<file path="config.mk">
export PLATFORM = sky130hd
export DESIGN_NAME = periodic_task_tick_scheduler_unit
export DESIGN_NICKNAME = d
export VERILOG_FILES = /design/src/rtl/ptts_pkg.sv /design/src/rtl/ptts_slot_alu.sv /design/src/rtl/periodic_task_tick_scheduler_unit.sv
export SDC_FILE = /design/constraint.sdc
export NUM_CORES = 1
export LEC_CHECK = 0
export BUFFER_PORTS_ARGS = -buffer_cell sky130_fd_sc_hd__buf_2
export CAP_MARGIN = 20
export CORE_MARGIN = 2
export CORE_UTILIZATION = 39
export CTS_CLUSTER_DIAMETER = 200
export DETAILED_ROUTE_END_ITERATION = 7
export PLACE_DENSITY_LB_ADDON = 0.05
export REMOVE_ABC_BUFFERS = 1
export SYNTH_ARGS = -nofsm -noshare
export SYNTH_HDL_FRONTEND = slang
export SYNTH_SLANG_ARGS = --single-unit
</file>
<file path="constraint.sdc">
create_clock -name clk -period 16.4 [get_ports clk]
set_clock_uncertainty 0.15 [all_clocks]
set_input_delay 1.64 -clock clk [delete_from_list [all_inputs] [get_ports clk]]
set_output_delay 1.64 -clock clk [all_outputs]
set_load 0.1 [all_outputs]
</file>
<file path="src/rtl/ptts_pkg.sv">
// ----------------------------------------------------------------------------
// ptts_pkg: shared types and constants of the periodic task tick scheduler
// Opcodes, run modes, sequencer states and the layout of one slot word.
// ----------------------------------------------------------------------------
package ptts_pkg;

  localparam int PTTS_SLOTS = 8;
  localparam int WORD_W     = 32;
  localparam int MASK_W     = 8;
  localparam int NSLOT_W    = 3;

  typedef enum logic [2:0] {
    OP_TICK   = 3'd0,
    OP_CREATE = 3'd1,
    OP_PAUSE  = 3'd2,
    OP_RESUME = 3'd3,
    OP_KILL   = 3'd4,
    OP_QUERY  = 3'd5
  } op_t;

  typedef enum logic [1:0] {
    MODE_READY  = 2'd0,
    MODE_PAUSED = 2'd1,
    MODE_KILLED = 2'd2
  } mode_t;

  typedef enum logic [1:0] {
    S_IDLE,
    S_TICK,
    S_QUERY,
    S_FIN
  } state_t;

  typedef struct packed {
    logic [WORD_W-1:0] period;
    logic [WORD_W-1:0] delay;
    logic [WORD_W-1:0] runs;
  } slot_word_t;

  typedef struct packed {
    slot_word_t word;
    logic       fired;
  } slot_upd_t;

endpackage

</file>
<file path="src/rtl/ptts_slot_alu.sv">
// ----------------------------------------------------------------------------
// ptts_slot_alu: per-slot tick update
// Fires a slot whose delay has run out (reload, count the run), otherwise
// counts the delay down. Shared by every slot visit of the tick sequencer.
// ----------------------------------------------------------------------------
module ptts_slot_alu (
  input  ptts_pkg::slot_word_t cur,
  output ptts_pkg::slot_upd_t  upd
);
  import ptts_pkg::*;

  logic zero;

  assign zero = (cur.delay == '0);

  always_comb begin
    upd.word.period = cur.period;
    upd.fired       = zero;
    if (zero) begin
      // period zero wraps to all ones
      upd.word.delay = cur.period - WORD_W'(1);
      upd.word.runs  = cur.runs + WORD_W'(1);
    end else begin
      upd.word.delay = cur.delay - WORD_W'(1);
      upd.word.runs  = cur.runs;
    end
  end

endmodule

</file>
<file path="src/rtl/periodic_task_tick_scheduler_unit.sv">
// ----------------------------------------------------------------------------
// periodic_task_tick_scheduler_unit: time-triggered task slot scheduler
// Slot table with tick, create, pause, resume, kill and query commands.
//
//   channel | signals                                   | direction
//   --------+-------------------------------------------+----------
//   in      | in_valid in_ready opcode task_id period    | input
//           | first_delay                               |
//   out     | out_valid out_ready status fire_mask       | output
//           | run_count new_slot tick_count             |
//
// A tick visits one slot per cycle through the slot memory (read one slot
// ahead of the write-back, and the shared slot update unit); a query reads
// its slot through the memory; create, pause, resume, kill act on accept.
// One word is in work at a time.
// Reset clears created bits, modes, free pointer and tick counter at once;
// no clearing pass. A stalled output holds its word; the next input word is
// taken while it waits, and its result holds in the final state until free.
// ----------------------------------------------------------------------------
module periodic_task_tick_scheduler_unit #(
  parameter int SLOTS = ptts_pkg::PTTS_SLOTS
) (
  input  logic                         clk,
  input  logic                         rst,
  input  logic                         in_valid,
  output logic                         in_ready,
  input  logic [2:0]                   opcode,
  input  logic [2:0]                   task_id,
  input  logic [ptts_pkg::WORD_W-1:0]  period,
  input  logic [ptts_pkg::WORD_W-1:0]  first_delay,
  output logic                         out_valid,
  input  logic                         out_ready,
  output logic                         status,
  output logic [ptts_pkg::MASK_W-1:0]  fire_mask,
  output logic [ptts_pkg::WORD_W-1:0]  run_count,
  output logic [ptts_pkg::NSLOT_W-1:0] new_slot,
  output logic [ptts_pkg::WORD_W-1:0]  tick_count
);
  import ptts_pkg::*;

  localparam int SLOT_W = (SLOTS > 1) ? $clog2(SLOTS) : 1;
  localparam int CNT_W  = $clog2(SLOTS + 1);
  localparam int ID_W   = 7;

  state_t state, state_next;

  logic [SLOTS-1:0] created;
  mode_t            mode [SLOTS];
  slot_word_t       mem [0:SLOTS-1];
  slot_word_t       rdata;

  logic [CNT_W-1:0]  next_free;
  logic [WORD_W-1:0] ticks;
  logic [CNT_W-1:0]  cnt;
  logic              wr_vld;
  logic [SLOT_W-1:0] wr_idx;

  logic              res_status;
  logic [MASK_W-1:0] res_fire;
  logic [WORD_W-1:0] res_runs;
  logic [NSLOT_W-1:0] res_slot;
  logic              res_ok;

  logic              acc;
  logic [ID_W-1:0]   id7;
  logic [SLOT_W-1:0] id_idx;
  logic              id_ok;
  logic [SLOT_W-1:0] nf_idx;
  logic              can_create;
  logic [SLOT_W-1:0] cnt_idx;
  logic [SLOT_W-1:0] raddr;
  logic [SLOT_W-1:0] waddr;
  slot_word_t        wdata;
  logic              we;
  logic              wr_active;
  logic              out_load;
  slot_upd_t         upd;
  logic [ID_W-1:0]   wr7;
  logic [MASK_W-1:0] fire_bit;

  ptts_slot_alu u_alu (
    .cur (rdata),
    .upd (upd)
  );

  assign id7        = ID_W'(task_id);
  assign id_idx     = id7[SLOT_W-1:0];
  assign id_ok      = (id7 < ID_W'(SLOTS)) && created[id_idx];
  assign nf_idx     = next_free[SLOT_W-1:0];
  assign can_create = (next_free < CNT_W'(SLOTS));
  assign cnt_idx    = cnt[SLOT_W-1:0];
  assign wr_active  = wr_vld && created[wr_idx] && (mode[wr_idx] == MODE_READY);
  assign wr7        = ID_W'(wr_idx);
  // slots at eight and above run without a mask bit
  assign fire_bit   = (wr7 < ID_W'(MASK_W)) ? (MASK_W'(1) << wr7[NSLOT_W-1:0]) : '0;

  // next state
  always_comb begin
    state_next = state;
    case (state)
      S_IDLE: begin
        if (in_valid) begin
          case (opcode)
            OP_TICK:  state_next = S_TICK;
            OP_QUERY: state_next = S_QUERY;
            default:  state_next = S_FIN;
          endcase
        end
      end
      S_TICK: begin
        if (cnt == CNT_W'(SLOTS)) state_next = S_FIN;
      end
      S_QUERY: state_next = S_FIN;
      S_FIN: begin
        if (!out_valid || out_ready) state_next = S_IDLE;
      end
      default: state_next = S_IDLE;
    endcase
  end

  // datapath controls
  always_comb begin
    in_ready = (state == S_IDLE);
    acc      = in_valid && in_ready;
    out_load = (state == S_FIN) && (!out_valid || out_ready);
    raddr    = (state == S_IDLE) ? id_idx : cnt_idx;
    we       = 1'b0;
    waddr    = wr_idx;
    wdata    = upd.word;
    if (acc && (opcode == OP_CREATE) && can_create) begin
      we          = 1'b1;
      waddr       = nf_idx;
      wdata.period = period;
      wdata.delay  = first_delay;
      wdata.runs   = '0;
    end else if (wr_active) begin
      we = 1'b1;
    end
  end

  always_ff @(posedge clk) begin
    if (we) mem[waddr] <= wdata;
    rdata <= mem[raddr];
  end

  always_ff @(posedge clk) begin
    if (rst) begin
      state     <= S_IDLE;
      created   <= '0;
      next_free <= '0;
      ticks     <= '0;
      cnt       <= '0;
      wr_vld    <= 1'b0;
      out_valid <= 1'b0;
      for (int i = 0; i < SLOTS; i++) mode[i] <= MODE_READY;
    end else begin
      state  <= state_next;
      wr_vld <= (state == S_TICK) && (cnt < CNT_W'(SLOTS));
      if (state == S_TICK) cnt <= cnt + CNT_W'(1);
      else cnt <= '0;
      if (acc) begin
        case (opcode)
          OP_TICK: ticks <= ticks + WORD_W'(1);
          OP_CREATE: begin
            if (can_create) begin
              created[nf_idx] <= 1'b1;
              mode[nf_idx]    <= MODE_READY;
              next_free       <= next_free + CNT_W'(1);
            end
          end
          OP_PAUSE:  if (id_ok) mode[id_idx] <= MODE_PAUSED;
          OP_RESUME: if (id_ok) mode[id_idx] <= MODE_READY;
          OP_KILL:   if (id_ok) mode[id_idx] <= MODE_KILLED;
          default: ;
        endcase
      end
      if (out_load) out_valid <= 1'b1;
      else if (out_ready) out_valid <= 1'b0;
    end
  end

  // result staging and output word
  always_ff @(posedge clk) begin
    wr_idx <= cnt_idx;
    if (acc) begin
      res_status <= (opcode == OP_CREATE) && !can_create;
      res_fire   <= '0;
      res_runs   <= '0;
      res_slot   <= ((opcode == OP_CREATE) && can_create) ? NSLOT_W'(next_free) : '0;
      res_ok     <= id_ok;
    end else begin
      if (wr_active && upd.fired) res_fire <= res_fire | fire_bit;
      if (state == S_QUERY) res_runs <= res_ok ? rdata.runs : '0;
    end
    if (out_load) begin
      status     <= res_status;
      fire_mask  <= res_fire;
      run_count  <= res_runs;
      new_slot   <= res_slot;
      tick_count <= ticks;
    end
  end

  a_fail_full: assert property (@(posedge clk) disable iff (rst)
    (out_load && res_status) |-> (next_free == CNT_W'(SLOTS)))
    else $error("create failed with free slots left");

  a_wr_in_tick: assert property (@(posedge clk) disable iff (rst)
    wr_vld |-> (state == S_TICK))
    else $error("slot write outside tick sequence");

  a_accept_busy: assert property (@(posedge clk) disable iff (rst)
    acc |=> (state != S_IDLE))
    else $error("sequencer stayed idle after accepting a word");

  a_slot_only_create: assert property (@(posedge clk) disable iff (rst)
    (out_load && (res_slot != '0)) |-> (!res_status && (res_fire == '0) && (res_runs == '0)))
    else $error("slot index reported with other result fields");

  a_fin_hold: assert property (@(posedge clk) disable iff (rst)
    (state == S_FIN && out_valid && !out_ready) |=> (state == S_FIN))
    else $error("result dropped while output stalled");

endmodule

</file>
==> out/qor.yml, run 1 <==
worst-slew-pin-transition_ns: 1.07
rsz0062_at_grt: "no"
final_cell_area_um2: 46900
cts_buffers: 114
nets: 2651
diodes: 0
maxSlewViolCount: 0
gp_congestion: 0.765
dp_hpwl_um: 53000
critical_path_class: "input pin to flip-flop"
ys.flop_type: "edfxtp_1"
synth_largest_area_cell: "edfxtp_1"
clock-root-buffer: "clkbuf_16"
htree_levels: 3
critPathMaxStageDelay_ns: 0.83
cts_setup_buffers: 0
dr.first_iter.drc_count: 1321
max-cap-violations: 0
die_h_um: 327
crit_fanout: 65
start_util: 0.394
first_global_vias: 22700
min_path_type: "flip-flop to flip-flop"
clkSinkCount: 1056
grt_overflow: 0
synth_cell_types: 69
crit_path_cell_trace: "buf_2, nor4b_1, and2_4, buf_4, a21oi_1, nor2_4, buf_4, buf_4"
crit_top_cell: "buf_4"
avgViaCountPerCell: 5.29
die_x_um: 327
drc: 0
synth_edf_count: 865
rows: 118
finalSetupTns_ns: 0
finalSetupViolCount: 0
max-slew-margin-rel: 0.286
grt_pass1_wl_um: 144000
synth_top_area_share: 0.637
routed_wl_um: 95800
cp.arrival_ns: 6.18
num-fill-cells: 9165
min_period_ns: 6.02
status: "finished clean"
pin_count: 152
io_buffer_count: 151
hold_viol: 0
startpoint_type: "input pin"
core_area_um2: 104000
area_delta_synth_final_pct: 15.1
antenna_found_initial: 0
avgSynthCellArea_um2: 17.1
postCtsHoldBufs: 0
synth.area.top_cells: "edfxtp_1, mux4_2, dfxtp_1"
clk_pin_slew_ns: 0.06
ys_async_sr_fraction: 0
ir_worst_vdd_v: 0.000124
postRouteAntennaNets: 0
fin_crit_sh: 0.367
crit_path_end_kind: "flip-flop"
drt-wirelength-per-cell_um: 23.7
grtUsageTotal: 0.180
place_area_um2: 43200
clock_path_buffers: 3
hold_slack_ns: 0.272
leakagePower_nw: 15.4
fmax_ghz: 0.166
syn_inst: 2380
vias: 21400
drt_pass1_iterations: 5
insertion_delay_ns: 0.68
cp.required_ns: 16.56
post_cts_resized: 0
power.density_nw_per_um2: 169
cpMaxStageDelayCell: "nor2_4"
die_area_um2: 107000
synthesis.yosys.warnings: 0
cts_tree: "done"
syn_area_um2: 40800
synth-seq-area-share: 0.730
drive_above_1_share: 0.255
grt_max_degree: 147
ys_ff_latch: 1056
==> state kept, by name, summed over array words and instances, names as in the netlist, 2 cells and up <==
register,flops
created,8
state,2
mem,768
res_slot,3
ticks,32
rdata,96
res_runs,32
wr_idx,3
mode,16
next_free,4
run_count,32
fire_mask,8
res_fire,8
new_slot,3
cnt,4
tick_count,32
==> metrics by stage <==
stage | util | worst slack (ns) | instances | power [mW]
3_3_place_gp | 0.417 | 9.60 | 3830 | 5.46
5_1_grt | 0.453 | 9.99 | 4044 | 8.30
3_5_place_dp | 0.417 | 9.50 | 3830 | 5.49
6_report | 0.453 | 10.38 | 4044 | 7.94
4_1_cts | 0.453 | 10.24 | 4043 | 8.05
2_1_floorplan | - | -4.20 | 2267 | 5.41
==> path summary, 6_finish.rpt <==
| check | start | to | depth (start not counted) | slack [ns] |
|---|---|---|---|---|
| worst min-delay path | res_slot[1]$_SDFFCE_PN0P_ | new_slot[1]$_DFFE_PP_ | 0 | 0.27 |
| worst max register to register | state[0]$_SDFFE_PP0P_ | mem[4][27]$_DFFE_PP_ | 10 | 11.07 |
| worst max-delay path | opcode[2] | mem[4][27]$_DFFE_PP_ | 8 | 10.38 |
| worst min register to register | res_slot[1]$_SDFFCE_PN0P_ | new_slot[1]$_DFFE_PP_ | 0 | 0.27 |
==> kinds of logic (layout without fill, tap and decap cells) <==
| logic type | Yosys count | count (layout) | share of synthesized area |
|---|---|---|---|
| compound gates | 212 | 212 | 0.0298 |
| buf+inv | 138 | 422 | 0.0144 |
| mux | 297 | 297 | 0.136 |
| fa+ha+maj | 10 | 10 | 0.00307 |
| flops | 1056 | 1056 | 0.730 |
| xor+xnor | 71 | 71 | 0.0152 |
| simple gates | 596 | 596 | 0.0715 |
==> power by group <==
part	leakage (nW)	switching (mW)	total, mW	internal [mW]
clock	1.82	1.02	2.53	1.51
sequential	9.42	0.252	3.69	3.44
combinational	4.18	1.03	1.71	0.680
==> cell usage in the layout, fill, tap and decap left out, drive strengths merged, types with 24 or more instances in the layout <==
cell type	instances
nand2b	42
o21ai	53
or3	24
clkinv	34
nand2	174
nor2	159
dfxtp	191
edfxtp	865
mux2	96
nor3	25
nand3	60
inv	28
a21oi	107
xor2	31
buf	184
clkbuf	164
mux4	195
xnor2	40
==> per-layer routing <==
metal / vias to the layer above / wire, µm / GRT usage
met5: - / 0 / 0
met2: 427 / 48000 / 0.306
li1: 9675 / - / -
met3: 137 / 3710 / 0.0291
met1: 11100 / 41900 / 0.239
met4: 0 / 2180 / 0.0485
==> cell type report <==
type,count,area [µm²],share of cell area
sequential,1056,29800,0.635
multi-input combinational,1186,10500,0.224
clock buffer,164,3260,0.0693
tap,1380,1730,0.0368
timing repair buffer,184,1070,0.0229
clock inverter,49,469,0.00999
inverter,25,93.8,0.00200
==> critical path: cells and delay by family <==
family          cells  cell delay, ns
compound gates      1            0.33
buf+inv             4            2.20
simple gates        3            1.92
==> synth_stat cells (all sizes together), types with 6 or more instances <==
master / count
edfxtp: 865
and2: 8
nor4: 21
nand2b: 42
clkbuf: 82
or4: 9
nand4: 11
and3: 14
mux2: 96
xnor2: 40
and4: 10
mux4: 195
nor2: 159
nand2: 174
ha: 10
xor2: 31
or3: 24
nor3: 25
a21oi: 107
a31oi: 11
dfxtp: 191
mux2i: 6
nand3: 60
buf: 31
or3b: 6
nor2b: 11
o21ai: 53
inv: 25
Power figures use the tool's default switching activity.
==> run 2: changes to the inputs <==
- ABC_AREA: not set -> 1
- clock period: 16.4 -> 5.9 ns (I/O delays scaled with it)
==> out/qor.yml, run 2 <==
fin_cells: 5409  # was 4044
grt_overflow: 0  # unchanged
synth_cell_types: 48  # was 69
synth_common_cells: "nor2_1, edfxtp_1, o21ai_0"  # was edfxtp_1, mux4_2, dfxtp_1
max-cap-violations: 0  # unchanged
crit_start: "state[0]$_SDFFE_PP0P_"  # was opcode[2]
max-slew-margin-rel: 0.217  # was 0.286
drc: 0  # unchanged
clock_path_buffers: 3  # unchanged
ys_async_sr_fraction: 0  # unchanged
critical_path_class: "flip-flop to flip-flop"  # was input pin to flip-flop
cts_setup_buffers: 0  # unchanged
num-fill-cells: 10100  # was 9165
first_global_vias: 27400  # was 22700
avgSynthCellArea_um2: 11.1  # was 17.1 µm²
finalPower_mw: 23.3  # was 7.94 mW
leakagePower_nw: 16.7  # was 15.4 nW
holdPathEnd: "res_status$_DFFE_PP_"  # was new_slot[1]$_DFFE_PP_
drt_pass1_iterations: 6  # was 5
most-common-layout-cells: "edfxtp_1, nor2_1, o21ai_0, nand2_1, dfxtp_1"  # was edfxtp_1, mux4_2, dfxtp_1, nand2_1
die_x_um: 332  # was 327 µm
clk_pin_slew_ns: 0.06  # about the same
startpoint_type: "flip-flop"  # was input pin
synthesis.yosys.warnings: 0  # unchanged
start_util: 0.393  # was 0.394
hold_viol: 0  # unchanged
yosysMostFrequentCell: "nor2_1"  # was edfxtp_1
postRouteAntennaNets: 0  # unchanged
final_cell_area_um2: 48200  # was 46900 µm²
htree_levels: 3  # unchanged
reg_top3: "mem: 768 flops, rdata: 96 flops"  # unchanged
synth_largest_area_cell: "edfxtp_1"  # unchanged
area_delta_synth_final_pct: 14.7  # was 15.1%
final_common_cell: "edfxtp_1"  # unchanged
synth-seq-area-share: 0.709  # was 0.730
fmax_ghz: 0.237
cp.arrival_ns: 4.41  # was 6.18 ns
worst-slew-pin-transition_ns: 1.17  # was 1.07 ns
avgViaCountPerCell: 5.14  # was 5.29
io_buffer_count: 151  # unchanged
synth_top_area_share: 0.618  # was 0.637
syn_area_um2: 42000  # was 40800 µm²
ys_ff_latch: 1056  # unchanged
ff2ff_path_depth: 10  # unchanged
grtUsageTotal: 0.202  # was 0.180
drive_above_1_share: 0.102  # was 0.255
min_path_cells: 2  # was 0
min_path_type: "input pin to flip-flop"  # was flip-flop to flip-flop
synth.area.top_cells: "edfxtp_1, dfxtp_1, nor2_1"  # was edfxtp_1, mux4_2, dfxtp_1
grt_max_degree: 140  # was 147
pin_count: 152  # unchanged
antenna_found_initial: 1  # was 0
crit_fanout: 47  # was 65
ys.flop_type: "edfxtp_1"  # unchanged
gp_congestion: 0.898  # was 0.765
diodes: 0  # unchanged
synth_edf_count: 865  # unchanged
grt_pass1_wl_um: 171000  # was 144000 µm
crit_path_end_kind: "flip-flop"  # unchanged
hp-start: "opcode[2]"  # was res_slot[1]$_SDFFCE_PN0P_
ir_worst_vdd_v: 0.000277  # was 0.000124 V
rsz0062_at_grt: "no"  # unchanged
cp.required_ns: 6.08  # was 16.56 ns
rows: 120  # was 118
reg2reg_to: "mem[0][88]$_DFFE_PP_"  # was mem[4][27]$_DFFE_PP_
regMostFlops: "mem"  # unchanged
die_area_um2: 110000  # was 107000 µm²
fin_crit_sh: 0.717
status: "finished clean"  # unchanged
cts_tree: "done"  # unchanged
power.density_nw_per_um2: 483  # was 169 nW/µm²
place_inst: 5193  # was 3830
largest_register_ffs: 768  # unchanged
post_cts_resized: 0  # unchanged
routed_wl_um: 113000  # was 95800 µm
clkSinkCount: 1056  # unchanged
die_h_um: 332  # was 327 µm
dr.first_iter.drc_count: 2076  # was 1321
drt-wirelength-per-cell_um: 20.9  # was 23.7 µm
regToRegStartpoint: "state[0]$_SDFFE_PP0P_"  # unchanged
postCtsHoldBufs: 0  # unchanged
syn_inst: 3791  # was 2380
nets: 3991  # was 2651
r2r_slack_ns: 1.67  # was 11.07 ns
place_area_um2: 44500  # was 43200 µm²
dp_hpwl_um: 64000  # was 53000 µm
cts_buffers: 114  # unchanged
min_period_ns: 4.23
maxSlewViolCount: 0  # unchanged
core_area_um2: 107000  # was 104000 µm²
finalSetupViolCount: 0  # unchanged
clock-root-buffer: "clkbuf_16"  # unchanged
insertion_delay_ns: 0.69  # was 0.68 ns
vias: 27800  # was 21400
run 2: cell types whose count changed in the layout (fill, tap and decap cells not counted), sizes merged, moves of 101 or more:
| cell | delta |
|---|---|
| mux4 | -195 |
| a31oi | +101 |
| nand2 | +301 |
| inv | +151 |
| o21ai | +441 |
| nor2 | +726 |
run 2: where the power goes:
group          switching, mW  leakage (nW)  internal [mW]  total [mW]
Clock                   2.87          1.81           4.20        7.07
Sequential             0.544          9.40           9.58        10.1
Combinational           4.62          5.51           1.47        6.08
run 2: layer usage:
metal / vias to the layer above / track usage / share of wire / wire, µm
li1: 13500 / - / - / -
met1: 13600 / 0.280 / 0.47 / 52700
met2: 543 / 0.338 / 0.48 / 53800
met3: 174 / 0.0271 / 0.036 / 4080
met4: 0 / 0.0495 / 0.022 / 2490
met5: - / 0 / 0 / 0
run 2: layout make-up:
| type | instances | area (µm²) | area share |
|---|---|---|---|
| multi-input cells | 2361 | 10900 | 0.226 |
| flip-flops and latches | 1056 | 29800 | 0.618 |
| clock buffers | 173 | 3320 | 0.0689 |
| repair buffers | 195 | 1370 | 0.0285 |
| well taps | 1403 | 1760 | 0.0364 |
| clock inverters | 42 | 397 | 0.00822 |
| inverters | 179 | 687 | 0.0142 |
run 2: cell families (layout without fill, tap and decap cells):
group / count (synthesis) / count (layout) / share of synthesized area
buffers and inverters: 374 / 589 / 0.0348
XOR/XNOR: 21 / 21 / 0.00437
AO/OA/AOI/OAI: 831 / 831 / 0.106
AND/OR/NAND/NOR: 1499 / 1499 / 0.143
adder cells (fa/ha/maj): 10 / 10 / 0.00298
flip-flops: 1056 / 1056 / 0.709
run 2: how the worst max path moves through the flow:
stage / end / slack (ns) / cells past startpoint
2_1_floorplan: rdata[0]$_DFF_P_ / -12.89 / 8
3_3_place_gp: mem[0][67]$_DFFE_PP_ / 1.71 / 10
3_5_place_dp: mem[0][60]$_DFFE_PP_ / 1.61 / 10
4_1_cts: mem[0][67]$_DFFE_PP_ / 1.56 / 10
5_1_grt: mem[0][60]$_DFFE_PP_ / 1.36 / 10
6_report: mem[0][88]$_DFFE_PP_ / 1.67 / 10
run 2: worst max-delay path, stage by stage (launching register included):
cell     delay, ns
dfxtp_1       0.39
inv_1         0.09
ha_1          0.34
nand2_2       0.54
nor2_4        0.10
inv_4         0.35
nor2_1        0.20
a21oi_1       0.21
nand2_1       0.27
nor2_4        0.76
buf_12        0.41
run 2: stage by stage:
stage                     utilization  hold slack, ns  worst slack, ns  setup TNS, ns
after floorplan                     -           0.218           -12.89       -6780.03
after global placement          0.416           0.250             1.71              0
after detailed placement        0.416           0.246             1.61              0
after CTS                       0.450          0.0220             1.56              0
after global routing            0.450          0.0547             1.36              0
final                           0.450          0.0800             1.67              0
==> run 3: changes to the inputs <==
- clock period: 5.9 -> 3.8 ns (I/O delays scaled with it)
==> out/qor.yml, run 3 (same netlist as run 2, synthesis figures left out) <==
place_area_um2: 45000  # was 44500 µm²
dr.first_iter.drc_count: 1944  # was 2076
rows: 120  # unchanged
dp_hpwl_um: 66000  # was 64000 µm
drt-wirelength-per-cell_um: 20.5  # was 20.9 µm
min_path_type: "input pin to flip-flop"  # unchanged
finalPower_mw: 36.0  # was 23.3 mW
cts_buffers: 114  # unchanged
postRouteAntennaNets: 0  # unchanged
cts_setup_buffers: 0  # unchanged
largest_register_ffs: 768  # unchanged
num-fill-cells: 10100  # about the same
min_period_ns: 3.42  # was 4.23 ns
leakagePower_nw: 17.0  # was 16.7 nW
clock-root-buffer: "clkbuf_16"  # unchanged
antenna_found_initial: 1  # unchanged
ff2ff_path_depth: 13  # was 10
final_cell_area_um2: 48800  # was 48200 µm²
io_buffer_count: 151  # unchanged
cts_tree: "done"  # unchanged
maxSlewViolCount: 0  # unchanged
grt_pass1_wl_um: 171000  # about the same
htree_levels: 3  # unchanged
multi_input_area_um2: 10900  # unchanged
drive_above_1_share: 0.113  # was 0.102
core_area_um2: 107000  # unchanged
regMostFlops: "mem"  # unchanged
fmax_ghz: 0.293  # was 0.237 GHz
pin_count: 152  # unchanged
routed_wl_um: 112000  # was 113000 µm
area_delta_synth_final_pct: 16.1  # was 14.7%
grt_max_degree: 135  # was 140
fin_cells: 5469  # was 5409
min_path_cells: 3  # was 2
worst-slew-pin-transition_ns: 0.939  # was 1.17 ns
crit_path_end_kind: "flip-flop"  # unchanged
finalSetupTns_ns: 0  # unchanged
grtUsageTotal: 0.201  # was 0.202
max-slew-margin-rel: 0.367  # was 0.217
die_area_um2: 110000  # unchanged
die_h_um: 332  # unchanged
cp.arrival_ns: 3.66  # was 4.41 ns
insertion_delay_ns: 0.70  # was 0.69 ns
hold_slack_ns: 0.0277  # was 0.0800 ns
max-cap-violations: 0  # unchanged
drc: 0  # unchanged
ff_latch_area_um2: 29800  # unchanged
clkSinkCount: 1056  # unchanged
drt_pass1_iterations: 5  # was 6
vias: 27900  # was 27800
ir_worst_vdd_v: 0.000612  # was 0.000277 V
die_x_um: 332  # unchanged
reg_top3: "mem: 768 flops, rdata: 96 flops"  # unchanged
power.density_nw_per_um2: 738  # was 483 nW/µm²
startpoint_type: "flip-flop"  # unchanged
grt_overflow: 0  # unchanged
first_global_vias: 27600  # was 27400
cp.required_ns: 4.04  # was 6.08 ns
start_util: 0.393  # unchanged
gp_congestion: 0.873  # was 0.898
crit_fanout: 11  # was 47
clk_pin_slew_ns: 0.06  # about the same
clock_path_buffers: 3  # unchanged
status: "finished clean"  # unchanged
most-common-layout-cells: "edfxtp_1, nor2_1, o21ai_0, nand2_1, dfxtp_1"  # unchanged
nets: 4049  # was 3991
place_inst: 5231  # was 5193
hold_viol: 0  # unchanged
diodes: 0  # unchanged
final_common_cell: "edfxtp_1"  # unchanged
rsz0062_at_grt: "no"  # unchanged
finalSetupViolCount: 0  # unchanged
critical_path_class: "flip-flop to flip-flop"  # unchanged
avgViaCountPerCell: 5.10  # was 5.14
fin_crit_sh: 0.899  # was 0.717
==> run 3: cell count changes in the layout (fill, tap and decap cells not counted), sizes merged <==
cell	delta
buf	+37
bufinv	-5
clkbuf	-15
clkinv	+16
clkinvlp	+4
dlygate4sd3	+21
inv	+2
==> run 3: critical path: stages, from the launching register on <==
cell	delay, ns
dfxtp_1	0.38
nor2_1	0.05
nand2_1	0.10
nor2_2	0.07
nand2_2	0.23
nor2_8	0.09
a21oi_1	0.28
ha_1	0.22
nand3_1	0.16
nor2_1	0.16
inv_1	0.09
nor2_1	0.37
nand3_1	0.13
a31oi_1	0.61
==> run 3: metrics by stage <==
stage           util  setup WS, ns
5_1_grt        0.456        0.0657
4_1_cts        0.456         0.388
3_3_place_gp   0.420         0.459
6_report       0.456         0.383
3_5_place_dp   0.420         0.425
2_1_floorplan      -        -14.99
==> run 3: path summary, 6_finish.rpt <==
check	from	end	slack (ns)
worst min register to register	cnt[1]$_SDFF_PP0_	wr_idx[1]$_DFF_P_	0.26
worst max-delay path	rdata[38]$_DFF_P_	mem[3][48]$_DFFE_PP_	0.38
worst max register to register	rdata[38]$_DFF_P_	mem[3][48]$_DFFE_PP_	0.38
worst min-delay path	period[23]	mem[5][87]$_DFFE_PP_	0.03
==> run 3: final cells by class <==
cell class                 instances  share of cell area
timing repair buffer             253              0.0422
clock buffer                     158              0.0660
clock inverter                    59             0.00830
tap                             1403              0.0360
multi-input combinational       2361               0.223
inverter                         179              0.0141
sequential                      1056               0.610
==> run 3: routing by layer <==
metal	wire length, µm	GRT usage	vias to the layer above
met2	54100	0.341	509
li1	-	-	13700
met4	2520	0.0512	2
met3	3650	0.0265	167
met5	13	0	-
met1	51800	0.272	13600
==> run 3: timing repair <==
action	4_1_cts	5_1_grt
gates resized for setup	0	0
setup endpoints to repair	0	0
hold endpoints to repair	117	0
hold buffers	21	0
==> run 3: power by group <==
group | switching [mW] | internal, mW
Sequential | 0.827 | 14.9
Clock | 4.53 | 6.11
Combinational | 7.18 | 2.49
Total | 12.5 | 23.5
